## src/rtl/mbe_pkg.sv

```systemverilog
`default_nettype none

package mbe_pkg;

  // Configuration register indexes
  localparam int CFG_INDEX_BITS = 3;
  localparam logic [CFG_INDEX_BITS-1:0] REG_VIEW_MIN_X      = 3'd0;
  localparam logic [CFG_INDEX_BITS-1:0] REG_VIEW_MAX_X      = 3'd1;
  localparam logic [CFG_INDEX_BITS-1:0] REG_VIEW_MIN_Y      = 3'd2;
  localparam logic [CFG_INDEX_BITS-1:0] REG_VIEW_MAX_Y      = 3'd3;
  localparam logic [CFG_INDEX_BITS-1:0] REG_IMAGE_WIDTH     = 3'd4;
  localparam logic [CFG_INDEX_BITS-1:0] REG_IMAGE_HEIGHT    = 3'd5;
  localparam logic [CFG_INDEX_BITS-1:0] REG_ITERATION_LIMIT = 3'd6;

  localparam int LIMIT_BITS = 16;
  localparam logic [LIMIT_BITS-1:0] LIMIT_RESET = 16'd256;
  localparam int SIZE_RESET = 1024;
  localparam int SIZE_RESET_BITS = 11;

  typedef enum logic [2:0] {
    ST_IDLE,
    ST_DIV,
    ST_MAP_MUL,
    ST_MAP_FIN,
    ST_IT_MUL,
    ST_IT_UPD,
    ST_FINISH
  } state_t;

  // Controller to datapath
  typedef struct packed {
    logic load;
    logic div_step;
    logic mul;
    logic map_sel;
    logic map_fin;
    logic iter;
    logic publish;
  } cmd_t;

  // Datapath to controller
  typedef struct packed {
    logic div_last;
    logic limit_zero;
    logic escape;
    logic at_limit;
  } sts_t;

endpackage

`default_nettype wire

```

## src/rtl/mbe_regs.sv

```systemverilog
`default_nettype none

module mbe_regs #(
  parameter int CB  = 12,
  parameter int FB  = 32,
  parameter int SZB = 13
) (
  input  wire logic                                 clk,
  input  wire logic                                 rst,
  input  wire logic                                 cfg_write,
  input  wire logic [mbe_pkg::CFG_INDEX_BITS-1:0]   cfg_index,
  input  wire logic [FB-1:0]                        cfg_data,
  output logic signed [FB-1:0]                      view_min_x,
  output logic signed [FB-1:0]                      view_max_x,
  output logic signed [FB-1:0]                      view_min_y,
  output logic signed [FB-1:0]                      view_max_y,
  output logic [SZB-1:0]                            image_width,
  output logic [SZB-1:0]                            image_height,
  output logic [mbe_pkg::LIMIT_BITS-1:0]            iteration_limit
);

  localparam int FRAC = FB - 4;
  localparam int SB   = CB + 1;

  logic [SZB-1:0] size_wr;

  // Size registers keep only the pixel-size bits of a write
  assign size_wr = SZB'(cfg_data[SB-1:0]);

  always_ff @(posedge clk) begin
    if (rst) begin
      view_min_x      <= {4'b1110, {FRAC{1'b0}}};
      view_max_x      <= {4'b0001, {FRAC{1'b0}}};
      view_min_y      <= {4'b1111, {FRAC{1'b0}}};
      view_max_y      <= {4'b0001, {FRAC{1'b0}}};
      image_width     <= SZB'(mbe_pkg::SIZE_RESET);
      image_height    <= SZB'(mbe_pkg::SIZE_RESET);
      iteration_limit <= mbe_pkg::LIMIT_RESET;
    end else if (cfg_write) begin
      case (cfg_index)
        mbe_pkg::REG_VIEW_MIN_X:      view_min_x      <= cfg_data;
        mbe_pkg::REG_VIEW_MAX_X:      view_max_x      <= cfg_data;
        mbe_pkg::REG_VIEW_MIN_Y:      view_min_y      <= cfg_data;
        mbe_pkg::REG_VIEW_MAX_Y:      view_max_y      <= cfg_data;
        mbe_pkg::REG_IMAGE_WIDTH:     image_width     <= size_wr;
        mbe_pkg::REG_IMAGE_HEIGHT:    image_height    <= size_wr;
        mbe_pkg::REG_ITERATION_LIMIT: iteration_limit <= cfg_data[mbe_pkg::LIMIT_BITS-1:0];
        default: ;
      endcase
    end
  end

endmodule

`default_nettype wire

```

## config.mk

```make
export PLATFORM = sky130hd
export DESIGN_NAME = mbe_regs
export DESIGN_NICKNAME = d
export VERILOG_FILES = /design/src/rtl/mbe_pkg.sv /design/src/rtl/mbe_regs.sv
export SDC_FILE = /design/constraint.sdc
export NUM_CORES = 1
export LEC_CHECK = 0
export BUFFER_PORTS_ARGS = -buffer_cell sky130_fd_sc_hd__buf_2
export CORE_ASPECT_RATIO = 1.25
export CORE_UTILIZATION = 35
export DETAILED_ROUTE_END_ITERATION = 8
export PLACE_DENSITY = 0.6
export SYNTH_ARGS = -nofsm -noshare
export SYNTH_HDL_FRONTEND = slang
export SYNTH_SLANG_ARGS = --single-unit
```

## constraint.sdc

```tcl
create_clock -name clk -period 1.6 [get_ports clk]
set_input_delay 0.24 -clock clk [delete_from_list [all_inputs] [get_ports clk]]
set_output_delay 0.24 -clock clk [all_outputs]
set_load 0.05 [all_outputs]
```

==> flow_summary.toml <==
[die]
rows = 56
die-area_mm2 = 0.0197
die_x_um = 126
initial_core_util_pct = 35.7
coreArea_mm2 = 0.0188
io_pins = 208
die_h_um = 157

[grt]
gr-usage-all-layers_pct = 17.5
grt-ovfl-total = 0
grt_pass1_vias = 4590
antenna_found_initial = 0
grt_pass1_wl_um = 26200
grt_max_degree = 60

[clocking]
htreeDepth = 4
clkTransAtPathRegs_ps = 70
cts-buffers-inserted = 17
post-cts-setup-buffer-count = 0
clkSinkCount = 170
post_cts_resize_count = 0
holdBufCountCts = 0
cts_tree = "done"
root_buffer = "clkbuf_16"
clk_latency_ps = 410
clock_path_buffers = 2

[critical_path]
cpPeakStageDelay_ps = 360
critPathLaunchType = "register"
crit_chain = "buf_2"
cpMaxStageDelayCell = "dfxtp_1"
crit_family = "flip-flops"
crit_fanout = 2
path_class = "reg -> out"
critPathArrivalTime_ps = 1060
cp-end-kind = "primary output"
cp.required_ps = 1360
path_buf_inv = 1

[power]
power_density_mw_per_mm2 = 1090
ir_drop_v = 0.000649
leakagePower_nw = 4.56

[synth]
synth_nets = 642
synth_top_area_share_pct = 50.8
post-synth-top-count-cell = "nand2b_1"
synth_ff_type = "dfxtp_1"
ys_warn_count = 0
synth_edf_count = 0
synth_cell_type_count = 14
syn_area_per_cell_um2 = 11.1
synth_area_mm2 = 0.00670
synth_top_cell_by_area = "dfxtp_1"
yosysSeqAreaShare_pct = 50.8
async_flop_share_pct = 0
ys_ff_latch = 170
yosys-top-cells-count = "190 x nand2b_1, 170 x dfxtp_1, 170 x mux2i_1, 24 x clkbuf_1, 18 x nor2_1"
ys_top_cells_by_area = "dfxtp_1 51%, mux2i_1 25%, nand2b_1 18%, clkbuf_1 1.3%, buf_2 1.3%"
synthCells = 604

[sta]
worst_slew_pin_slew_ps = 471
fin_skew_ps = 0
timing.slew.headroom_pct = 68.6
max_freq_ghz = 0.771
fin_crit_ps = 1300
period_share_pct = 81.1
hold_violations = 0
slew_violations = 0
finalSetupViolCount = 0
rsz0062_at_grt = "false"
tns_ps = 0

[place]
place_area_mm2 = 0.00810
port_buffers = 207
gp_congestion = 0.727
dp_hpwl_um = 12000
dp_cells = 1018

[run]
max_cap_violations = 0

[detailed_routing]
drt-pass1-iter-count = 4
wire_per_inst_um = 16.3
route.met2.wl_um = 8080
drc = 0
antenna_left = 0
routed-wl-met3_um = 1080
via_per_inst = 4.57
top_layer = "met4"
drt_iter0_markers = 159
wl_um = 17100
via_count = 4803
wl_met1_um = 7780

[final_layout]
nNetsFinal = 843
insertedDiodeCount = 0
finalInstanceArea_mm2 = 0.00869
synthToLayoutAreaGrowth_pct = 29.8
layout.area.seq_mm2 = 0.00340
fillers = 1803
drive_gt1_share_pct = 32.4
final_cells = 1050
multi_input_area_mm2 = 0.00309
post-route-util_pct = 46.3

[min_path]
hold_class = "in -> reg"

[outcome]
status = "finished, final reports clean"
[layout make-up]
class / count / area share, %
clock buffers: 18 / 5.05
clock inverters: 14 / 1.81
multi-input cells: 387 / 35.5
flip-flops and latches: 170 / 39.1
well taps: 232 / 3.34
repair buffers: 229 / 15.1
[layer usage]
layer  global-route usage [%]  vias to the layer above
met5                        0                        -
li1                         -                     2395
met4                     5.57                        0
met1                     21.7                     2252
met2                     28.6                      144
met3                     5.74                       12
[cell usage in the layout, fill, tap and decap left out]
| cell type | instances |
|---|---|
| clkbuf_8 | 1 |
| buf_2 | 206 |
| inv_8 | 4 |
| clkbuf_16 | 17 |
| inv_6 | 3 |
| nand4bb_4 | 1 |
| nor4b_2 | 1 |
| buf_12 | 9 |
| bufinv_16 | 1 |
| clkinv_4 | 2 |
| nand4bb_1 | 2 |
| nor2_1 | 18 |
| mux2i_1 | 170 |
| nand4b_1 | 3 |
| or4b_4 | 1 |
| clkinv_8 | 1 |
| buf_4 | 14 |
| dfxtp_1 | 170 |
| nand2b_1 | 190 |
| clkinvlp_4 | 3 |
| nor4bb_4 | 1 |
[flip-flops by register name, indices dropped and copies added, names as in the netlist]
name / flops
view_max_x: 32
view_max_y: 32
view_min_x: 32
view_min_y: 32
iteration_limit: 16
image_height: 13
image_width: 13
[cells by family (layout without fill, tap and decap cells)]
kind of cell / count (synthesis) / count (layout) / synth area share, %
and+or+nand+nor: 217 / 217 / 20.1
buffers and inverters: 47 / 261 / 3.64
DFF: 170 / 170 / 50.8
muxes: 170 / 170 / 25.4
[final timing paths]
| check | cells past startpoint | endpoint | slack [ps] | startpoint |
|---|---|---|---|---|
| hold reg to reg | 2 | view_min_x[1] | 470 | view_min_x[1] |
| setup / recovery | 1 | iteration_limit[12] | 300 | iteration_limit[12] |
| setup reg to reg | 2 | view_min_x[29] | 980 | view_min_x[29] |
| hold / removal | 3 | view_min_x[28] | 90 | cfg_data[28] |
[per-stage QoR]
step | hold slack [ps] | power (W) | setup slack, ps
after global placement | 454 | 0.00544 | 209
after global routing | 72.5 | 0.00985 | 245
final | 89.9 | 0.00950 | 303
after floorplan | 395 | 0.00514 | 214
after CTS | 68.5 | 0.00963 | 275
after detailed placement | 457 | 0.00544 | 193
[power by group]
| group | internal (W) | switching [W] |
|---|---|---|
| clock network | 0.00226 | 0.00190 |
| logic | 0.000323 | 0.000641 |
| registers | 0.00432 | 0.0000450 |
[tightest hold or removal path: stages]
cell      delay, ps
buf_2           100
nand2b_1         60
mux2i_1          60
No activity file was read; power rests on OpenSTA's default activity.
