## config.mk

```make
export PLATFORM = sky130hd
export DESIGN_NAME = mbe_ctrl
export DESIGN_NICKNAME = d
export VERILOG_FILES = /design/src/rtl/mbe_pkg.sv /design/src/rtl/mbe_ctrl.sv
export SDC_FILE = /design/constraint.sdc
export NUM_CORES = 1
export LEC_CHECK = 0
export CORE_AREA = 5 5 42 44
export CTS_BUF_LIST = sky130_fd_sc_hd__clkbuf_4 sky130_fd_sc_hd__clkbuf_8 sky130_fd_sc_hd__clkbuf_16
export DETAILED_ROUTE_END_ITERATION = 8
export DIE_AREA = 0 0 47 49
export DONT_BUFFER_PORTS = 1
export GPL_TIMING_DRIVEN = 0
export PLACE_DENSITY = 0.37
export REMOVE_ABC_BUFFERS = 1
export SLEW_MARGIN = 5
export SYNTH_ARGS = -nofsm -noshare
export SYNTH_HDL_FRONTEND = slang
export SYNTH_SLANG_ARGS = --single-unit
```

## constraint.sdc

```tcl
create_clock -name clk -period 1.3 [get_ports clk]
set_input_delay 0.195 -clock clk [delete_from_list [all_inputs] [get_ports clk]]
set_output_delay 0.195 -clock clk [all_outputs]
set_load 0.01 [all_outputs]
```

## src/rtl/mbe_pkg.sv

```systemverilog
`default_nettype none

package mbe_pkg;

  // Configuration register indexes
  localparam int CFG_INDEX_BITS = 3;
  localparam logic [CFG_INDEX_BITS-1:0] REG_VIEW_MIN_X      = 3'd0;
  localparam logic [CFG_INDEX_BITS-1:0] REG_VIEW_MAX_X      = 3'd1;
  localparam logic [CFG_INDEX_BITS-1:0] REG_VIEW_MIN_Y      = 3'd2;
  localparam logic [CFG_INDEX_BITS-1:0] REG_VIEW_MAX_Y      = 3'd3;
  localparam logic [CFG_INDEX_BITS-1:0] REG_IMAGE_WIDTH     = 3'd4;
  localparam logic [CFG_INDEX_BITS-1:0] REG_IMAGE_HEIGHT    = 3'd5;
  localparam logic [CFG_INDEX_BITS-1:0] REG_ITERATION_LIMIT = 3'd6;

  localparam int LIMIT_BITS = 16;
  localparam logic [LIMIT_BITS-1:0] LIMIT_RESET = 16'd256;
  localparam int SIZE_RESET = 1024;
  localparam int SIZE_RESET_BITS = 11;

  typedef enum logic [2:0] {
    ST_IDLE,
    ST_DIV,
    ST_MAP_MUL,
    ST_MAP_FIN,
    ST_IT_MUL,
    ST_IT_UPD,
    ST_FINISH
  } state_t;

  // Controller to datapath
  typedef struct packed {
    logic load;
    logic div_step;
    logic mul;
    logic map_sel;
    logic map_fin;
    logic iter;
    logic publish;
  } cmd_t;

  // Datapath to controller
  typedef struct packed {
    logic div_last;
    logic limit_zero;
    logic escape;
    logic at_limit;
  } sts_t;

endpackage

`default_nettype wire

```

## src/rtl/mbe_ctrl.sv

```systemverilog
`default_nettype none

module mbe_ctrl (
  input  wire logic          clk,
  input  wire logic          rst,
  input  wire logic          pixel_valid,
  output logic               pixel_stall,
  output logic               count_valid,
  input  wire logic          count_stall,
  output mbe_pkg::cmd_t      cmd,
  input  wire mbe_pkg::sts_t sts
);

  mbe_pkg::state_t state, state_next;
  logic            out_free;

  assign out_free = !count_valid || !count_stall;

  always_ff @(posedge clk) begin
    if (rst) begin
      state       <= mbe_pkg::ST_IDLE;
      count_valid <= 1'b0;
    end else begin
      state <= state_next;
      if (cmd.publish) begin
        count_valid <= 1'b1;
      end else if (!count_stall) begin
        count_valid <= 1'b0;
      end
    end
  end

  // Next state
  always_comb begin
    state_next = state;
    case (state)
      mbe_pkg::ST_IDLE:    if (pixel_valid) state_next = mbe_pkg::ST_DIV;
      mbe_pkg::ST_DIV:     if (sts.div_last) state_next = mbe_pkg::ST_MAP_MUL;
      mbe_pkg::ST_MAP_MUL: state_next = mbe_pkg::ST_MAP_FIN;
      mbe_pkg::ST_MAP_FIN: begin
        state_next = sts.limit_zero ? mbe_pkg::ST_FINISH : mbe_pkg::ST_IT_MUL;
      end
      mbe_pkg::ST_IT_MUL:  state_next = mbe_pkg::ST_IT_UPD;
      mbe_pkg::ST_IT_UPD: begin
        state_next = (sts.escape || sts.at_limit) ? mbe_pkg::ST_FINISH : mbe_pkg::ST_IT_MUL;
      end
      mbe_pkg::ST_FINISH:  if (out_free) state_next = mbe_pkg::ST_IDLE;
      default:             state_next = mbe_pkg::ST_IDLE;
    endcase
  end

  // Outputs
  always_comb begin
    cmd         = '0;
    pixel_stall = 1'b1;
    case (state)
      mbe_pkg::ST_IDLE: begin
        pixel_stall = 1'b0;
        cmd.load    = pixel_valid;
      end
      mbe_pkg::ST_DIV:     cmd.div_step = 1'b1;
      mbe_pkg::ST_MAP_MUL: begin
        cmd.mul     = 1'b1;
        cmd.map_sel = 1'b1;
      end
      mbe_pkg::ST_MAP_FIN: cmd.map_fin = 1'b1;
      mbe_pkg::ST_IT_MUL:  cmd.mul     = 1'b1;
      mbe_pkg::ST_IT_UPD:  cmd.iter    = 1'b1;
      mbe_pkg::ST_FINISH:  cmd.publish = out_free;
      default: ;
    endcase
  end

  a_valid_from_finish: assert property (@(posedge clk) disable iff (rst)
    $rose(count_valid) |-> $past(state == mbe_pkg::ST_FINISH))
    else $error("result shown without finishing a request");

  a_drain: assert property (@(posedge clk) disable iff (rst)
    count_valid && !count_stall && state != mbe_pkg::ST_FINISH |=> !count_valid)
    else $error("taken result not dropped");

endmodule

`default_nettype wire

```

==> results.sh <==
export IMPL_antenna_found_initial=0
export IMPL_setup_failing_eps_final=1
export IMPL_postSynth_topFlopCell="dfxtp_1"
export IMPL_drive_gt1_share_pct=60.0
export IMPL_number_of_global_route_vias_before_repair=312
export IMPL_outcome="finished with violations"
export IMPL_routed_wirelength_um=813
export IMPL_required_ns=1.11
export IMPL_setup_worst_path_class="reg -> out"
export IMPL_synth_async_sr_flop_share_pct=0
export IMPL_maximum_number_of_pins_on_one_net_before_global_route_repair=9
export IMPL_cts_tree="done"
export IMPL_rsz0062_at_grt="yes"
export IMPL_synthCells=38
export IMPL_p_int_w=0.000304
export IMPL_drv_slew=0
export IMPL_cts_htree_levels=1
export IMPL_finalClockSkew_ns=0.00701
export IMPL_detailedRoute_firstPassIterationCount=1
export IMPL_worst_r2r_startpoint="state[0]"
export IMPL_ys_top_cells_by_count="a21oi_1, nor2_1, dfxtp_1"
export IMPL_ir_worst_vdd_uv=437
export IMPL_detail_route_iter0_violations=0
export IMPL_power_density_nw_per_um2=1040
export IMPL_final_net_count=55
export IMPL_cts_hold_buffers=0
export IMPL_cp_bufs_invs=0
export IMPL_share_seq_of_total_power_pct=31.3
export IMPL_violated_checks="negative setup slack"
export IMPL_clock_power_share_pct=36.4
export IMPL_place_hpwl_um=539
export IMPL_yosys_register_bits=4
export IMPL_grt_first_pass_wirelength_um=1370
export IMPL_synth_top_area_cell="dfxtp_1"
export IMPL_worst_pin_slew_ns=0.284
export IMPL_dr_total_vias=287
export IMPL_static_leakage_power_nw=0.159
export IMPL_yosysTopAreaCellShare_pct=24.9
export IMPL_swShare_pct=30.1
export IMPL_final_hold_viol_count=0
export IMPL_critical_path_slowest_cell="or3_4"
export IMPL_dieHeight_um=49
export IMPL_fin_total_pwr_w=0.000435
export IMPL_yosys_top_cells_area="dfxtp_1, a2111oi_4, a21oi_1, buf_6, nor2_1"
export IMPL_synth_warning_count=0
export IMPL_detail_route_antenna_nets=0
export IMPL_setup_worst_path_start="state[0]"
export IMPL_clkLatencyLatePin_ns=0.24
export IMPL_tritoncts_num_sinks=4
export IMPL_fillers=162
export IMPL_post_synth_cell_area_avg_um2=8.46
export IMPL_cts_reportedPaths_clkPinSlew_ns=0.04
export IMPL_placement_io_buffers=0
export IMPL_number_of_maximum_capacitance_violations=0
export IMPL_post_layout_utilization_of_the_core_pct=29.8
export IMPL_setup_reg_to_reg_worst_slack_ns=0.15
export IMPL_worst_min_delay_path_class="in -> reg"
export IMPL_final_period_minus_worst_setup_slack_ns=1.30
export IMPL_critical_path_arrival_ns=1.11
export IMPL_total_switching_power_w=0.000131
export IMPL_timing_critical_path_fanout_max=4
export IMPL_power_frac_comb_pct=32.3
export IMPL_critical_path_start_type="flop"
export IMPL_core_um2=1400
export IMPL_layout_setup_ws_ns=-0.000996
export IMPL_slew_limit_headroom_pct=81.1
export IMPL_grt_overflow_total=0
export IMPL_max_clock_path_buffers=2
export IMPL_drc=0
export IMPL_per_cell_routed_wire_length_um=13.3
export IMPL_synth_edf_count=0
export IMPL_crit_path_end_kind="primary output"
export IMPL_antenna_cells_inserted=0
export IMPL_mappedNetlistArea_um2=322
export IMPL_synth_yosys_seq_area_share_pct=24.9
export IMPL_clock_tree_root_cell="clkbuf_4"
export IMPL_critPathMaxStageDelay_ns=0.42
export IMPL_floorplan_initialDensity_pct=22.9
export IMPL_fp_dieArea_um2=2300
export IMPL_hold_path_startpoint="rst"
export IMPL_floorplan_die_width_um=47
export IMPL_cts_inserted_buffers=3
export IMPL_detail_route_vias_per_cell=4.70
export IMPL_areaGrowthSynthToFinish_pct=30.0
export IMPL_critical_path_top_delay_family="simple AND/OR/NAND/NOR gates"
export IMPL_tcrit_tclk_final_pct=100
export IMPL_timing_critical_path_cells="or3_4 -> nor2_4"
export IMPL_total_routing_resource_utilization_after_global_routing_pct=8.52
export IMPL_ioPinCount=17
export IMPL_finalSetupTns_ns=-0.000996
export IMPL_stdcell_count=61
export IMPL_dpl_cell_count=51
export IMPL_finalWeightedCongestion=0.686
export IMPL_synth_cell_types=21
export IMPL_placementRows=14
export IMPL_clock_fmax_mhz=769
-- flip-flops by register name (all words and copies together) (netlist names) --
name	flops
count_valid	1
state	3
-- worst paths after layout --
kind | to | cells past startpoint
min reg2reg | count_valid | 2
min | state[1] | 1
max | cmd[6] | 2
max reg2reg | state[1] | 5
-- through the flow --
| stage | setup slack (ns) | hold slack [ns] | cell area [um^2] |
|---|---|---|---|
| finish | -0.000996 | 0.0147 | 418 |
| global route | -0.0303 | 0.00858 | 418 |
| CTS | -0.0396 | 0.00710 | 407 |
| detailed placement | -0.0492 | 0.267 | 312 |
| global placement | -0.0537 | 0.269 | 312 |
| floorplan | 0.101 | 0.264 | 292 |
-- cells by family after synthesis --
group,share of synthesized area (%)
xor gates and xnor gates,2.72
and+or+nand+nor,35.8
DFF,24.9
buffers and inverters,10.5
AOI/OAI and AO/OA,26.1
-- cells in the final DEF, fill, tap and decap left out, types with 2 or more instances in the layout --
| cell | count |
|---|---|
| buf_4 | 7 |
| a21oi_1 | 4 |
| nor2_2 | 3 |
| o21ai_0 | 3 |
| nor2_1 | 3 |
| clkbuf_4 | 3 |
| dfxtp_4 | 3 |
| nor2b_2 | 2 |
| nand2_1 | 2 |
-- timing repair --
action	in CTS	in global routing
resized for setup	8	5
setup buffers	7	0
pin swaps	2	1
endpoints found under the setup margin	8	5
endpoints found under the hold margin	0	0
-- power groups by stage --
stage               registers, W   logic, W  clock network [W]
floorplan               0.000151  0.0000783                  0
global placement        0.000157  0.0000863                  0
detailed placement      0.000157  0.0000868                  0
CTS                     0.000136   0.000137           0.000162
global route            0.000138   0.000154           0.000170
finish                  0.000136   0.000140           0.000159
-- area by class of cell --
cell class | instances | area [um^2] | share of cell area (%)
Inverter | 1 | 3.75 | 0.898
Multi-Input combinational cell | 30 | 228 | 54.5
Sequential cell | 4 | 91.3 | 21.9
Timing Repair Buffer | 7 | 52.6 | 12.6
Tap cell | 16 | 20.0 | 4.79
Clock buffer | 3 | 22.5 | 5.39
-- routing by layer --
metal	global-route usage [%]	vias to the layer above	share of wire (%)
met5	0	-	0
met4	5.53	0	0
met3	4.80	0	11
met2	13.3	9	54
met1	8.11	133	35
li1	-	145	-
(Power assumes the default switching activity.)
